$ cat config.mk
export PLATFORM = sky130hd
export DESIGN_NAME = format_spec_parser_unit
export DESIGN_NICKNAME = d
export VERILOG_FILES = /design/src/rtl/core/fsp_pkg.sv /design/src/rtl/core/fsp_in_reg.sv /design/src/rtl/core/fsp_engine.sv /design/src/rtl/core/format_spec_parser_unit.sv
export VERILOG_INCLUDE_DIRS = /design/src /design/src/rtl/core
export SDC_FILE = /design/constraint.sdc
export NUM_CORES = 1
export LEC_CHECK = 0
export ABC_CLOCK_PERIOD_IN_PS = 7980
export BUFFER_PORTS_ARGS = -buffer_cell sky130_fd_sc_hd__buf_2
export CORE_MARGIN = 4
export CORE_UTILIZATION = 61
export DETAILED_ROUTE_END_ITERATION = 10
export GPL_ROUTABILITY_DRIVEN = 0
export HOLD_SLACK_MARGIN = 0.06
export PLACE_DENSITY = 0.81
export SETUP_SLACK_MARGIN = 0.05
export SLEW_MARGIN = 20
export SYNTH_ARGS = -nofsm -noshare
export SYNTH_HDL_FRONTEND = slang
export SYNTH_SLANG_ARGS = --single-unit
$ cat constraint.sdc
create_clock -name clk -period 7.98 [get_ports clk]
set_input_delay 1.596 -clock clk [delete_from_list [all_inputs] [get_ports clk]]
set_output_delay 1.596 -clock clk [all_outputs]
set_load 0.01 [all_outputs]
$ cat src/rtl/core/format_spec_parser_unit_macros.svh
// Assertion macros of the format spec parser RTL, used by its top level.
`ifndef FORMAT_SPEC_PARSER_UNIT_MACROS_SVH
`define FORMAT_SPEC_PARSER_UNIT_MACROS_SVH

`ifndef SYNTHESIS

// Same-cycle implication, checked on every rising clock edge out of reset.
`define FSP_ASSERT_NOW(lbl, clk_s, rstn_s, ante, cons) \
  lbl: assert property (@(posedge clk_s) disable iff (!rstn_s) (ante) |-> (cons)) \
    else $error("format spec parser check failed");

// Next-cycle implication, checked on every rising clock edge out of reset.
`define FSP_ASSERT_NEXT(lbl, clk_s, rstn_s, ante, cons) \
  lbl: assert property (@(posedge clk_s) disable iff (!rstn_s) (ante) |=> (cons)) \
    else $error("format spec parser check failed");

`else

`define FSP_ASSERT_NOW(lbl, clk_s, rstn_s, ante, cons)
`define FSP_ASSERT_NEXT(lbl, clk_s, rstn_s, ante, cons)

`endif

`endif

$ cat src/rtl/core/fsp_pkg.sv
// Types, character codes and helper functions of the format spec parser.
package fsp_pkg;

  localparam int COUNT_BITS_DEF = 16;

  typedef enum logic [2:0] {
    PH_IDLE  = 3'd0,
    PH_FLAGS = 3'd1,
    PH_WDIG  = 3'd2,
    PH_WDONE = 3'd3,
    PH_DOT   = 3'd4,
    PH_PDIG  = 3'd5,
    PH_PDONE = 3'd6,
    PH_LEN   = 3'd7
  } phase_t;

  typedef enum logic [1:0] {
    ST_BUSY    = 2'd0,
    ST_VALID   = 2'd1,
    ST_INVALID = 2'd2,
    ST_NONE    = 2'd3
  } status_t;

  localparam logic [2:0] LEN_NONE = 3'd0;
  localparam logic [2:0] LEN_H    = 3'd1;
  localparam logic [2:0] LEN_HH   = 3'd2;
  localparam logic [2:0] LEN_L    = 3'd3;
  localparam logic [2:0] LEN_LL   = 3'd4;

  localparam logic [7:0] CH_ZERO  = 8'h30;
  localparam logic [7:0] CH_NINE  = 8'h39;
  localparam logic [7:0] CH_MINUS = 8'h2d;
  localparam logic [7:0] CH_PLUS  = 8'h2b;
  localparam logic [7:0] CH_SPACE = 8'h20;
  localparam logic [7:0] CH_HASH  = 8'h23;
  localparam logic [7:0] CH_STAR  = 8'h2a;
  localparam logic [7:0] CH_DOT   = 8'h2e;
  localparam logic [7:0] CH_H     = 8'h68;
  localparam logic [7:0] CH_L     = 8'h6c;
  localparam logic [7:0] CH_D     = 8'h64;
  localparam logic [7:0] CH_I     = 8'h69;
  localparam logic [7:0] CH_U     = 8'h75;
  localparam logic [7:0] CH_X     = 8'h78;
  localparam logic [7:0] CH_XU    = 8'h58;
  localparam logic [7:0] CH_O     = 8'h6f;
  localparam logic [7:0] CH_C     = 8'h63;
  localparam logic [7:0] CH_S     = 8'h73;
  localparam logic [7:0] CH_P     = 8'h70;
  localparam logic [7:0] CH_N     = 8'h6e;
  localparam logic [7:0] CH_PCT   = 8'h25;

  typedef struct packed {
    logic hash;
    logic space;
    logic plus;
    logic zero;
    logic left;
  } flags_t;

  typedef struct packed {
    logic        start_req;
    logic [7:0]  ch;
    logic [31:0] star_value;
  } fsp_item_t;

  typedef struct packed {
    status_t     status;
    flags_t      flags;
    logic [15:0] field_width;
    logic        prec_given;
    logic [15:0] prec_value;
    logic [2:0]  length_code;
    logic [7:0]  conversion;
  } fsp_result_t;

  function automatic logic is_digit(input logic [7:0] c);
    return c inside {[CH_ZERO:CH_NINE]};
  endfunction

  function automatic logic is_conv(input logic [7:0] c);
    return c inside {CH_D, CH_I, CH_U, CH_X, CH_XU, CH_O, CH_C, CH_S, CH_P, CH_N, CH_PCT};
  endfunction

endpackage

$ cat src/rtl/core/fsp_in_reg.sv
// Input register stage: captures one transaction and holds it until the engine takes it.
module fsp_in_reg (
  input  logic              clk,
  input  logic              rst_n,
  input  logic              in_tvalid,
  output logic              in_tready,
  input  fsp_pkg::fsp_item_t in_item,
  input  logic              take,
  output logic              item_valid,
  output fsp_pkg::fsp_item_t item
);
  import fsp_pkg::*;

  logic      valid_r;
  logic      valid_nxt;
  fsp_item_t item_r;

  // The stage refills in the same cycle that its content moves on.
  assign in_tready = !valid_r || take;
  assign valid_nxt = (in_tvalid && in_tready) || (valid_r && !take);

  always_ff @(posedge clk) begin
    if (!rst_n) begin
      valid_r <= 1'b0;
    end else begin
      valid_r <= valid_nxt;
    end
  end

  always_ff @(posedge clk) begin
    if (in_tvalid && in_tready) begin
      item_r <= in_item;
    end
  end

  assign item_valid = valid_r;
  assign item       = item_r;
endmodule

$ cat src/rtl/core/fsp_engine.sv
// Spec state and the per-character decode that advances it.
module fsp_engine #(
  parameter int COUNT_BITS = fsp_pkg::COUNT_BITS_DEF
) (
  input  logic                clk,
  input  logic                rst_n,
  input  logic                advance,
  input  fsp_pkg::fsp_item_t  item,
  output fsp_pkg::fsp_result_t result
);
  import fsp_pkg::*;

  localparam int ACC_W = COUNT_BITS + 4;
  localparam logic [COUNT_BITS-1:0] CNT_MAX   = '1;
  localparam logic [31:0]           CNT_MAX32 = (32'd1 << COUNT_BITS) - 32'd1;

  phase_t                phase_r, phase_nxt;
  flags_t                flags_r, flags_nxt;
  logic [COUNT_BITS-1:0] width_r, width_nxt;
  logic [COUNT_BITS-1:0] prec_r, prec_nxt;
  logic                  prec_seen_r, prec_seen_nxt;
  logic [2:0]            len_r, len_nxt;

  logic                  handled;
  status_t               st;
  logic [7:0]            c;
  logic                  star_neg;
  logic [31:0]           star_mag;
  logic [COUNT_BITS-1:0] star_sat;
  logic [COUNT_BITS+15:0] width_ext;
  logic [COUNT_BITS+15:0] prec_ext;

  // acc * 10 + digit, clamped to the counter range; shift-add, no multiplier.
  function automatic logic [COUNT_BITS-1:0] acc_digit(input logic [COUNT_BITS-1:0] acc,
                                                      input logic [7:0] ch);
    logic [ACC_W-1:0] ext;
    logic [ACC_W-1:0] v;
    ext = ACC_W'(acc);
    v   = (ext << 3) + (ext << 1) + ACC_W'(ch[3:0]);
    return (v > ACC_W'(CNT_MAX)) ? CNT_MAX : v[COUNT_BITS-1:0];
  endfunction

  assign c        = item.ch;
  assign star_neg = item.star_value[31];
  // Two's complement magnitude; the most negative value maps to 2^31 unsigned.
  assign star_mag = star_neg ? (~item.star_value + 32'd1) : item.star_value;
  assign star_sat = (star_mag > CNT_MAX32) ? CNT_MAX : star_mag[COUNT_BITS-1:0];

  always_comb begin
    phase_nxt     = item.start_req ? PH_FLAGS : phase_r;
    flags_nxt     = item.start_req ? '0 : flags_r;
    width_nxt     = item.start_req ? '0 : width_r;
    prec_nxt      = item.start_req ? '0 : prec_r;
    prec_seen_nxt = item.start_req ? 1'b0 : prec_seen_r;
    len_nxt       = item.start_req ? LEN_NONE : len_r;
    handled       = 1'b0;
    st            = ST_BUSY;

    if (phase_nxt == PH_IDLE) begin
      st      = ST_NONE;
      handled = 1'b1;
    end

    // Each part of the spec either takes the character or hands it on.
    if (!handled && phase_nxt == PH_FLAGS) begin
      handled = 1'b1;
      case (c)
        CH_ZERO:  if (!flags_nxt.left) flags_nxt.zero = 1'b1;
        CH_SPACE: if (!flags_nxt.plus) flags_nxt.space = 1'b1;
        CH_HASH:  flags_nxt.hash = 1'b1;
        CH_MINUS: begin
          flags_nxt.left = 1'b1;
          flags_nxt.zero = 1'b0;
        end
        CH_PLUS: begin
          flags_nxt.plus  = 1'b1;
          flags_nxt.space = 1'b0;
        end
        CH_STAR: begin
          if (star_neg) begin
            flags_nxt.left = 1'b1;
            flags_nxt.zero = 1'b0;
          end
          width_nxt = star_sat;
          phase_nxt = PH_WDONE;
        end
        default: begin
          if (is_digit(c)) begin
            width_nxt = acc_digit(width_nxt, c);
            phase_nxt = PH_WDIG;
          end else begin
            handled   = 1'b0;
            phase_nxt = PH_WDONE;
          end
        end
      endcase
    end

    if (!handled && phase_nxt == PH_WDIG) begin
      if (is_digit(c)) begin
        width_nxt = acc_digit(width_nxt, c);
        handled   = 1'b1;
      end else begin
        phase_nxt = PH_WDONE;
      end
    end

    if (!handled && phase_nxt == PH_WDONE) begin
      if (c == CH_DOT) begin
        prec_seen_nxt = 1'b1;
        prec_nxt      = '0;
        phase_nxt     = PH_DOT;
        handled       = 1'b1;
      end else begin
        phase_nxt = PH_PDONE;
      end
    end

    if (!handled && phase_nxt == PH_DOT) begin
      if (c == CH_STAR) begin
        // A negative star precision counts as no precision at all.
        if (star_neg) begin
          prec_seen_nxt = 1'b0;
          prec_nxt      = '0;
        end else begin
          prec_nxt = star_sat;
        end
        phase_nxt = PH_PDONE;
        handled   = 1'b1;
      end else begin
        phase_nxt = PH_PDIG;
      end
    end

    if (!handled && phase_nxt == PH_PDIG) begin
      if (is_digit(c)) begin
        prec_nxt = acc_digit(prec_nxt, c);
        handled  = 1'b1;
      end else begin
        phase_nxt = PH_PDONE;
      end
    end

    if (!handled && phase_nxt == PH_PDONE) begin
      if (c == CH_H) begin
        len_nxt   = LEN_H;
        phase_nxt = PH_LEN;
        handled   = 1'b1;
      end else if (c == CH_L) begin
        len_nxt   = LEN_L;
        phase_nxt = PH_LEN;
        handled   = 1'b1;
      end
    end else if (!handled && phase_nxt == PH_LEN) begin
      if ((len_nxt == LEN_H && c == CH_H) || (len_nxt == LEN_L && c == CH_L)) begin
        len_nxt = len_nxt + 3'd1;
        handled = 1'b1;
      end
    end

    // Whatever no part took closes the spec.
    if (!handled) begin
      st        = is_conv(c) ? ST_VALID : ST_INVALID;
      phase_nxt = PH_IDLE;
    end
  end

  assign width_ext = {16'd0, width_nxt};
  assign prec_ext  = {16'd0, prec_nxt};

  always_comb begin
    if (st == ST_NONE) begin
      result        = '0;
      result.status = ST_NONE;
    end else begin
      result.status      = st;
      result.flags       = flags_nxt;
      result.field_width = width_ext[15:0];
      result.prec_given  = prec_seen_nxt;
      result.prec_value  = prec_ext[15:0];
      result.length_code = len_nxt;
      result.conversion  = (st == ST_BUSY) ? 8'd0 : c;
    end
  end

  always_ff @(posedge clk) begin
    if (!rst_n) begin
      phase_r     <= PH_IDLE;
      flags_r     <= '0;
      width_r     <= '0;
      prec_r      <= '0;
      prec_seen_r <= 1'b0;
      len_r       <= LEN_NONE;
    end else if (advance) begin
      phase_r     <= phase_nxt;
      flags_r     <= flags_nxt;
      width_r     <= width_nxt;
      prec_r      <= prec_nxt;
      prec_seen_r <= prec_seen_nxt;
      len_r       <= len_nxt;
    end
  end
endmodule

$ cat src/rtl/core/format_spec_parser_unit.sv
// Top level of the printf conversion specification parser.
//
// The parser reads the characters that follow a percent sign, one per input
// transaction, and returns one result transaction for every input transaction.
// Input channel: in_tuser carries start_req, which opens a new spec and drops
// any spec still in progress; in_tdata carries the character and the integer
// argument that a star consumes. Result channel: out_tuser carries the status
// (in progress, complete valid, complete invalid, no spec open) and out_tdata
// carries the flags, width, precision, length code and conversion character
// gathered so far.
// An accepted input transaction waits in the input register until the decode
// moves it into the result register, from which its result is offered.
// Throughput is one transaction per cycle while the result side does not stall;
// the spec state is updated by one decode step per character, which sets that rate.
// A stall on the result side holds the result register; the input register
// still accepts one more transaction, after which in_tready falls until the
// result is taken. Reset closes any open spec and empties both registers.
`include "format_spec_parser_unit_macros.svh"

module format_spec_parser_unit #(
  parameter int COUNT_BITS = fsp_pkg::COUNT_BITS_DEF
) (
  input  logic        clk,
  input  logic        rst_n,
  input  logic        in_tvalid,
  output logic        in_tready,
  input  logic [39:0] in_tdata,   // [7:0] ch, [39:8] star_value
  input  logic        in_tuser,   // [0] start_req
  output logic        out_tvalid,
  input  logic        out_tready,
  // [0] left_adjust, [1] zero_pad, [2] plus_sign, [3] space_sign, [4] alt_form,
  // [20:5] field_width, [21] prec_given, [37:22] prec_value, [40:38] length_code,
  // [48:41] conversion, [55:49] zero fill
  output logic [55:0] out_tdata,
  output logic [1:0]  out_tuser   // [1:0] status
);
  import fsp_pkg::*;

  fsp_item_t   in_item;
  fsp_item_t   item;
  logic        item_valid;
  logic        take;
  logic        out_open;
  fsp_result_t result;
  fsp_result_t out_r;
  logic        out_valid_r;
  logic        out_valid_nxt;

  assign in_item.start_req  = in_tuser;
  assign in_item.ch         = in_tdata[7:0];
  assign in_item.star_value = in_tdata[39:8];

  // The result register can load when it is empty or being emptied this cycle.
  assign out_open = !out_valid_r || out_tready;
  assign take     = item_valid && out_open;

  fsp_in_reg u_in_reg (
    .clk        (clk),
    .rst_n      (rst_n),
    .in_tvalid  (in_tvalid),
    .in_tready  (in_tready),
    .in_item    (in_item),
    .take       (take),
    .item_valid (item_valid),
    .item       (item)
  );

  // The spec state advances exactly when a character moves into the result register.
  fsp_engine #(
    .COUNT_BITS (COUNT_BITS)
  ) u_engine (
    .clk     (clk),
    .rst_n   (rst_n),
    .advance (take),
    .item    (item),
    .result  (result)
  );

  assign out_valid_nxt = take || (out_valid_r && !out_tready);

  always_ff @(posedge clk) begin
    if (!rst_n) begin
      out_valid_r <= 1'b0;
    end else begin
      out_valid_r <= out_valid_nxt;
    end
  end

  always_ff @(posedge clk) begin
    if (take) begin
      out_r <= result;
    end
  end

  assign out_tvalid = out_valid_r;
  assign out_tuser  = out_r.status;
  assign out_tdata  = {7'd0, out_r.conversion, out_r.length_code, out_r.prec_value,
                       out_r.prec_given, out_r.field_width, out_r.flags};

  // A result with no spec open carries nothing but its status.
  `FSP_ASSERT_NOW(a_none_is_blank, clk, rst_n, out_tvalid && out_r.status == ST_NONE, out_tdata == 56'd0)
  // Minus always wins over zero, plus always wins over space.
  `FSP_ASSERT_NOW(a_flag_priority, clk, rst_n, out_tvalid, !(out_r.flags.left && out_r.flags.zero) && !(out_r.flags.plus && out_r.flags.space))
  // The conversion character shows only on a closing result.
  `FSP_ASSERT_NOW(a_conv_on_close, clk, rst_n, out_tvalid && out_r.status == ST_BUSY, out_r.conversion == 8'd0)
  // A full input register behind a stalled result blocks new input.
  `FSP_ASSERT_NOW(a_stall_blocks_input, clk, rst_n, item_valid && out_tvalid && !out_tready, !in_tready)
  // An accepted transaction is never dropped: the pipeline holds something next cycle.
  `FSP_ASSERT_NEXT(a_accept_kept, clk, rst_n, in_tvalid && in_tready, item_valid || out_tvalid)
endmodule
* Yosys cells after proc, flatten, opt, wreduce, memory -nomap -nowiden
Cells that the tools add are included.
** Storage, ports and cells
- Bits in registers :: 138
- Input bits :: 45
- Logic and storage cells :: 183
** Operators by class
- Equal/unequal tests :: 30
- Multiplexer cells :: 77
- Reduce and logical (&&, ||, !) cells :: 35
- Add/subtract/negate cells :: 8
- Bitwise logic cells :: 1
- Order comparisons :: 6
** Operator list (number)
- $mux 16 :: 17
- $eq 8x7->1 const B :: 12
- $eq 8x6->1 const B :: 8
- $add 19x17->20 :: 3
- $add 20x4->20 :: 3
- $gt 20x16->1 const B :: 3
- $mux 3 :: 18
- $add 32x1->32 const B :: 1
- $gt 32x16->1 const B :: 1
- $mux 32 :: 1
- $not 32->32 :: 1
- $pmux 16 s2 :: 1
- $mux 1 :: 28
- $logic_and 1x1->1 :: 14
- $eq 3x3->1 const B :: 4
- $mux 2 :: 6
- $reduce_bool 11->1 :: 1
- $logic_not 1->1 :: 10
- $mux 5 :: 2
- $eq 3x2->1 const B :: 3
- $ge 8x6->1 const B :: 1
- $le 8x6->1 const B :: 1
- $eq 3x1->1 const B :: 2
- $pmux 3 s2 :: 1
- 10 further kinds :: 15

* Logic depth before layout (Yosys ltp)
Gate-level depths: netlist (run 1).
- Depth after elaboration :: 25
- Mapped depth :: 32
- Gate-level depth less buffers :: 26

* Modules after synthesis
Synthesis (run 1) repeated with hierarchy kept, for this count alone.
** Second synthesis, totals
- Cells, all modules :: 1155
- Area, all modules :: 10488.8 um2
** Modules (own cells, without submodules)
- fsp_engine :: times used 1, seq. area each 880.8 um2, cells each 1046, area each 7564.8 um2
- format_spec_parser_unit :: times used 1, seq. area each 1551.5 um2, cells each 63, area each 1635.3 um2
- fsp_in_reg :: times used 1, seq. area each 1251.2 um2, cells each 46, area each 1288.7 um2

* Worst setup path after synthesis (run 1)
Ideal clock, no wire load.
- Kind :: register to register
- Start :: register u_in_reg.item_r, in the netlist u_in_reg.item[40]
- End :: register u_engine.width_r[8]
- Path slack :: 1.300 ns
- Data arrival time :: 6.604 ns
- Clock period less this slack :: 6.680 ns
- Library setup time :: 0.076 ns
- Buffers on the path :: 4
- Cell stages (with the launch flop) :: 26
- Cells stage by stage :: edfxtp_1 -> clkbuf_1 -> clkbuf_1 -> clkbuf_1 -> nor2b_1 -> ha_1 -> ha_1 -> fa_1 -> a211oi_1 -> o21bai_1 -> o211ai_1 -> a21boi_0 -> a2bb2oi_1 -> nor4b_2 -> a21boi_0 -> ha_1 -> ha_1 -> o21ai_0 -> o21ai_0 -> nand3_1 -> a2111oi_0 -> nand4bb_1 -> clkbuf_1 -> nor2_1 -> or4b_2 -> a21boi_0
** On the way
- Longest elaborated chain between the ends :: 14
- Elaborated cells between the ends (all ways) :: 26
- Those cells by class :: add/sub: 4; order compare: 2; eq/ne: 2; mux: 13; reduce/logical: 5
** Ends and longest elaborated chain
- from (decl) :: line fsp_in_reg.sv:16 : fsp_item_t item_r;
- from (signal assigned) :: line fsp_in_reg.sv:32 : item_r <= in_item;
- $mux 16 :: line fsp_engine.sv:52 : width_nxt = item.start_req ? '0 : width_r;
- $add 19x17->20 :: line fsp_engine.sv:39 : v = (ext << 3) + (ext << 1) + ACC_W'(ch[3:0]);
- $add 20x4->20 :: line fsp_engine.sv:39
- $gt 20x16->1 :: line fsp_engine.sv:40 : return (v > ACC_W'(CNT_MAX)) ? CNT_MAX : v[COUNT_BITS-1:0];
- $mux 16 :: line fsp_engine.sv:40
- $mux 16 :: line fsp_engine.sv:88 : if (is_digit(c)) begin
- $pmux 16 s2 :: line fsp_engine.sv:67 : case (c)
- $mux 16 :: line fsp_engine.sv:65 : if (!handled && phase_nxt == PH_FLAGS) begin
- $add 19x17->20 :: line fsp_engine.sv:39
- $add 20x4->20 :: line fsp_engine.sv:39
- $gt 20x16->1 :: line fsp_engine.sv:40
- $mux 16 :: line fsp_engine.sv:40
- $mux 16 :: line fsp_engine.sv:100 : if (is_digit(c)) begin
- $mux 16 (*) :: line fsp_engine.sv:99 : if (!handled && phase_nxt == PH_WDIG) begin
- to (signal assigned) :: line fsp_engine.sv:197 : width_r <= width_nxt;
- to (decl) :: line fsp_engine.sv:19 : logic [COUNT_BITS-1:0] width_r, width_nxt;
Every way passes the cells marked *; elsewhere a longest branch is shown, timed or not.
A chain may end at the register's enable or synchronous reset.

* Final worst setup path (run 1)
Same ends and word-level chain as after synthesis.

==> summary.txt, run 1 <==
Run status
  – Status: complete, no violations

Worst setup path
  – Worst Path Max Fanout: 18
  – CP arrival: 7930 ps
  – CP Launch Type: register
  – Worst path bufs/invs: 0
  – Critical Path, Cell by Cell: nor2b_1 -> ha_1 -> ha_1 -> fa_1 -> a211oi_1 -> o21bai_1 -> o211ai_1 -> a21boi_0 -> a2bb2oi_2 -> nor3_1 -> nor3_1 -> a221oi_4 -> xor2_1 -> ha_1 -> o21bai_1 -> ha_1 -> o21ai_0 -> o21ai_0 -> a41oi_1 -> nor4b_1 -> nand4bb_2 -> nor2_1 -> or4b_2 -> a21boi_0
  – Reg2reg path depth: 24
  – CP Capture Type: register
  – Crit path depth: 24
  – Slowest cell on crit path: edfxtp_1
  – RR Startpoint: u_in_reg.item[40]$_DFFE_PP_
  – Cell family with most CP delay: simple AND/OR/NAND/NOR gates
  – Setup CP Type: register to register
  – RR Endpoint: u_engine.width_r[8]$_SDFFE_PN0P_
  – Critical path's largest stage delay: 690 ps
  – CP Data Required Time: 8330 ps
  – Reg2Reg Setup Slack: 410 ps
  – CP dominant cell by count: ha_1

Drt
  – Routed vias/inst: 6.842
  – Drt drc: 0
  – Post-DR wirelength/cell: 21.27 µm
  – Initial DRT Pass Iterations: 9
  – Initial DRC count: 1560
  – ANT nets after route: 0
  – Routed vias: 10370
  – Drt total wl: 32.25 mm

Synthesis
  – Seq/Total Area, Yosys: 0.3415
  – Seq cells post-synth: 138
  – Ys Warns: 0
  – Cells after Synth: 1212
  – Post-synth EDFFs: 92
  – Synth async-reset ratio: 0
  – Count of cell types in the netlist: 87
  – Synthesized area: 0.01079 mm²
  – Primary FF master, synth: edfxtp_1
  – Mean Syn Cell Area: 8.901 µm²

Floorplanning
  – IO Pins: 105
  – Chip height: 141.0 µm
  – Die width: 141.0 µm
  – Initial Utilization: 0.6237
  – Rows: 48
  – Core box area: 0.01730 mm²
  – DIE AREA: 0.01988 mm²

Clock network
  – Clock latency on the worst-skew pair: 430 ps
  – Root Driver: clkbuf_16
  – CTS resizes: 0
  – Post-CTS Hold Buffers: 0
  – Reg clk slew, reported paths: 60 ps
  – CTS tree: yes
  – Longest Clk Path Bufs: 2
  – H-tree depth: 4
  – Setup bufs post-CTS: 0
  – CTS sink count: 138
  – CTS buffer count: 17

Finish
  – Reg area: 0.003684 mm²
  – Most common cell after layout, fill and taps aside: nand2_1
  – Post-layout nets: 1425
  – # diodes: 0
  – Area grow syn2layout: 11.47%
  – Layout filler cell count: 1336
  – Area of the multi-input gates: 0.006736 mm²
  – Share of cells above drive strength 1: 0.1418
  – Most frequent cells in the layout: 120 x nand2_1, 98 x ha_1, 97 x buf_2

Power
  – Leakage power: 5.114 nW
  – Cell Pwr Density: 156.3 mW/mm²
  – Total power: 0.001880 W
  – Worst IR Drop VDD: 190.6 µV

Timing
  – Sum Neg Setup Slack: 0 ps
  – Clk_skew: 12.50 ps
  – RSZ-0062 raised after global routing: no
  – Hold slack: 456.5 ps
  – Crit share post-route: 0.9492
  – Fin crit period: 7575 ps
  – Final Hold Viols: 0
  – Pins Over Slew Limit: 0
  – Worst slew margin: 0.2919
  – Final Setup Violations: 0
  – Max Clk Rate: 132.0 MHz
  – Worst slew pin tran: 1052 ps

Run
  – MaxCap Viol Count: 0

GRT
  – GRT Overall Usage: 0.3156
  – Initial antenna violation count: 0
  – Largest net degree at the start of global routing: 52
  – Total grt overflow: 0
  – First-pass GRT wire length: 50.08 mm
  – Vias in the first global route: 9548

Min path
  – Min-delay src: u_engine.width_r[14]$_SDFFE_PN0P_
  – Hold depth: 2
  – Hold path endpoint: u_engine.width_r[14]$_SDFFE_PN0P_
  – Hold Path Class: register to register

Place
  – Port Buffers: 97
  – DP HPWL: 23.67 mm
-- per-layer routing --
metal | global-route usage | up-vias | wire length [µm]
met3 | 0.08141 | 111 | 4006
met4 | 0.1081 | 0 | 1093
met1 | 0.4270 | 4827 | 12680
met2 | 0.4947 | 685 | 14470
met5 | 0 | - | 0
li1 | - | 4750 | -
-- power by group --
| group | switching [W] | internal, W |
|---|---|---|
| combinational | 0.000154 | 0.0000834 |
| clock | 0.000322 | 0.000493 |
| sequential | 0.0000301 | 0.000798 |
-- cells in the mapped netlist (all sizes together) (15+ instances only) --
master	n	area [µm²]
a211oi	18	140.1
a21o	22	165.2
a21oi	66	334.1
a31oi	21	131.4
a32o	19	190.2
and2	24	150.1
and3	23	143.9
buf	15	95.09
clkbuf	60	225.2
dfxtp	46	920.9
edfxtp	92	2763
ha	98	1226
inv	26	97.59
nand2	120	450.4
nand2b	19	118.9
nand3	27	135.1
nand4	15	93.84
nor2	93	351.6
nor2b	28	175.2
nor3	31	155.2
nor4	26	177.7
o21ai	68	340.3
or3	15	93.84
xnor2	30	262.8
xor2	17	148.9
-- logic make-up (layout without fill, tap and decap cells) --
family	count (synthesis)	after routing	synth area share
simple gates	459	459	0.2194
compound gates	358	358	0.2349
flops	138	138	0.3415
fa+ha+maj	102	102	0.1211
buf+inv	101	174	0.03874
xor+xnor	47	47	0.03816
mux	6	6	0.005915
other cells	1	7	0.0003476
-- registers in the layout (all words and copies together) (netlist names) --
name,count
out_tvalid,1
u_engine.phase_r,3
out_tdata,49
u_engine.len_r,3
out_tuser,2
u_engine.width_r,16
u_engine.flags_r,5
u_engine.prec_r,16
u_in_reg.item,41
u_in_reg.item_valid,1
u_engine.prec_seen_r,1
-- metrics by stage --
stage                     std cells  area [µm²]  utilization  worst slack (ps)
after floorplan                1218       10810            -              1300
after global placement         1484       11400       0.6591             417.9
after detailed placement       1484       11400       0.6591             215.0
after CTS                      1516       12000       0.6937             174.9
after global routing           1516       12030       0.6952             62.37
final                          1516       12030       0.6952             405.4
-- final cells by class --
cell class,count,area share
Clock buffer,18,0.03569
Clock inverter,14,0.01405
Inverter,26,0.008116
Multi-Input combinational cell,979,0.5602
Sequential cell,138,0.3063
Tap cell,225,0.02341
Timing Repair Buffer,116,0.05223
-- worst reg2reg max path, delay by kind of cell (launching register included) --
kind,cells,cell delay [ps]
simple gates,7,2560
compound gates,11,2520
fa+ha+maj,5,1570
flops,1,690
xor+xnor,1,130
-- how the worst max path moves through the flow --
stage,from,to,slack [ps]
floorplan,u_in_reg.item[40]$_DFFE_PP_,u_engine.width_r[8]$_SDFFE_PN0P_,1300
global placement,u_in_reg.item[40]$_DFFE_PP_,u_engine.width_r[8]$_SDFFE_PN0P_,420
detailed placement,u_in_reg.item[40]$_DFFE_PP_,u_engine.width_r[8]$_SDFFE_PN0P_,210
CTS,u_in_reg.item[40]$_DFFE_PP_,u_engine.width_r[8]$_SDFFE_PN0P_,170
global route,u_in_reg.item[40]$_DFFE_PP_,u_engine.width_r[8]$_SDFFE_PN0P_,60
finish,u_in_reg.item[40]$_DFFE_PP_,u_engine.width_r[8]$_SDFFE_PN0P_,410
Power figures use the tool's default switching activity.
==> run 2: changes to the inputs <==
CORE_UTILIZATION = 60   (was 61)
PLACE_DENSITY = 0.8   (was 0.81)
==> run 2 against run 1 <==
  * Power rose by 0.50%
  * Routed wire length shrank 0.83%
  * Sequential cell count did not move
  * Cell count about the same
  * Non-clock buffer count rose by 1
  * Clock-buffer cell count is the same
  * Clock skew is 1.8 ps lower
  * Final area increased by 0.20%
  * Clock power rose by 1%
  * Critical endpoint is now out_tdata[9]$_SDFFCE_PN0P_
==> summary.txt, run 2 (same netlist as run 1, synthesis figures left out) <==
Run status
  – Status: complete, no violations

Timing
  – Clk_skew: 10.65 ps
  – Final Hold Viols: 0
  – RSZ-0062 raised after global routing: no
  – Pins Over Slew Limit: 0
  – Sum Neg Setup Slack: 0 ps
  – Final WS setup: 512.9 ps
  – Crit share post-route: 0.9357
  – Fin crit period: 7467 ps
  – Worst slew margin: 0.3276
  – Final Setup Violations: 0
  – Max Clk Rate: 133.9 MHz
  – Worst slew pin tran: 1009 ps

GRT
  – Total grt overflow: 0
  – Vias in the first global route: 9552
  – First-pass GRT wire length: 50.11 mm
  – Largest net degree at the start of global routing: 42
  – GRT Overall Usage: 0.3109
  – Initial antenna violation count: 0

Floorplanning
  – Die width: 142.1 µm
  – IO Pins: 105
  – DIE AREA: 0.02019 mm²
  – Initial Utilization: 0.6173
  – Core box area: 0.01748 mm²
  – Rows: 48
  – Chip height: 142.1 µm

Clock network
  – CTS tree: yes
  – H-tree depth: 4
  – Longest Clk Path Bufs: 2
  – CTS sink count: 138
  – Reg clk slew, reported paths: 60 ps
  – Post-CTS Hold Buffers: 0
  – Clock latency on the worst-skew pair: 440 ps
  – CTS buffer count: 17
  – Root Driver: clkbuf_16

Worst setup path
  – CP Data Required Time: 8140 ps
  – Critical path's largest stage delay: 630 ps
  – Setup CP Type: register to register
  – Slowest cell on crit path: a2111oi_0
  – CP arrival: 7620 ps
  – CP Capture Type: register
  – Worst Path Max Fanout: 14
  – CP Launch Type: register

Run
  – MaxCap Viol Count: 0

Place
  – Port Buffers: 97
  – Setup WS pre-CTS: 398.1 ps
  – DP HPWL: 23.56 mm

Drt
  – Initial DRT Pass Iterations: 7
  – ANT nets after route: 0
  – Drt total wl: 31.98 mm
  – Drt drc: 0
  – Post-DR wirelength/cell: 21.08 µm
  – Routed vias: 10410
  – Routed vias/inst: 6.859
  – Initial DRC count: 1328

Power
  – Combinational Power Share: 0.127
  – Clock share of power: 0.436
  – Sequential power share: 0.438
  – Cell Pwr Density: 156.8 mW/mm²
  – Switch share: 0.2725
  – Leakage power: 5.124 nW
  – Total internal power: 0.001374 W
  – Sw power: 0.0005149 W
  – Worst IR Drop VDD: 152.0 µV

Finish
  – Layout Utilization: 0.6894
  – # diodes: 0
  – Area grow syn2layout: 11.69%
  – Share of cells above drive strength 1: 0.1447
  – Most common cell after layout, fill and taps aside: nand2_1
  – Max reg flops: 49
  – Most frequent cells in the layout: 120 x nand2_1, 98 x ha_1, 97 x buf_2
  – Post-layout nets: 1426
  – Layout filler cell count: 1394

Min path
  – Hold Path Class: register to register
==> run 2: critical path: cells and delay by family, from the launching register on <==
kind	cells	cell delay [ps]
compound gates	12	2910
fa+ha+maj	6	1960
buf+inv	1	260
flops	1	610
simple gates	6	1450
==> run 2: worst paths after layout <==
kind,from,to,slack [ps],depth (start not counted)
worst max register to register,u_in_reg.item[40]$_DFFE_PP_,out_tdata[9]$_SDFFCE_PN0P_,510,25
worst min-delay path,u_engine.width_r[14]$_SDFFE_PN0P_,u_engine.width_r[14]$_SDFFE_PN0P_,460,2
worst min register to register,u_engine.width_r[14]$_SDFFE_PN0P_,u_engine.width_r[14]$_SDFFE_PN0P_,460,2
worst max-delay path,u_in_reg.item[40]$_DFFE_PP_,out_tdata[9]$_SDFFCE_PN0P_,510,25
==> run 2: power by group through the flow <==
stage	clock network, W	logic [W]	registers, W
detailed placement	0	0.000230	0.000841
finish	0.000823	0.000239	0.000827
CTS	0.000822	0.000231	0.000826
global route	0.000856	0.000257	0.000830
global placement	0	0.000226	0.000839
floorplan	0	0.000152	0.000837
==> run 2: stage by stage <==
stage               hold WS, ps  instances  total power (W)  area (µm²)
floorplan                 417.1       1218        0.0009890       10810
global placement          431.7       1485         0.001066       11410
detailed placement        436.6       1485         0.001070       11410
CTS                       453.8       1517         0.001879       12010
global route              475.4       1517         0.001944       12050
finish                    461.0       1517         0.001889       12050
==> run 2: area by class of cell <==
type | count | area, µm² | share of cell area
sequential | 138 | 3684 | 0.3057
inverter | 26 | 97.59 | 0.008100
clock buffer | 18 | 429.2 | 0.03562
tap | 225 | 281.5 | 0.02336
multi-input combinational | 979 | 6749 | 0.5601
clock inverter | 14 | 172.7 | 0.01433
timing repair buffer | 117 | 635.6 | 0.05275
==> run 2: timing repair <==
item,CTS,global route
gates resized for setup,0,6
buffers inserted,0,0
endpoints found under the setup margin,0,16
==> run 2: layer usage <==
layer | wire length (µm) | track usage | up-vias
li1 | - | - | 4749
met1 | 12780 | 0.4218 | 4846
met5 | 0 | 0 | -
met3 | 3835 | 0.08535 | 120
met4 | 1247 | 0.1227 | 0
met2 | 14120 | 0.4740 | 690
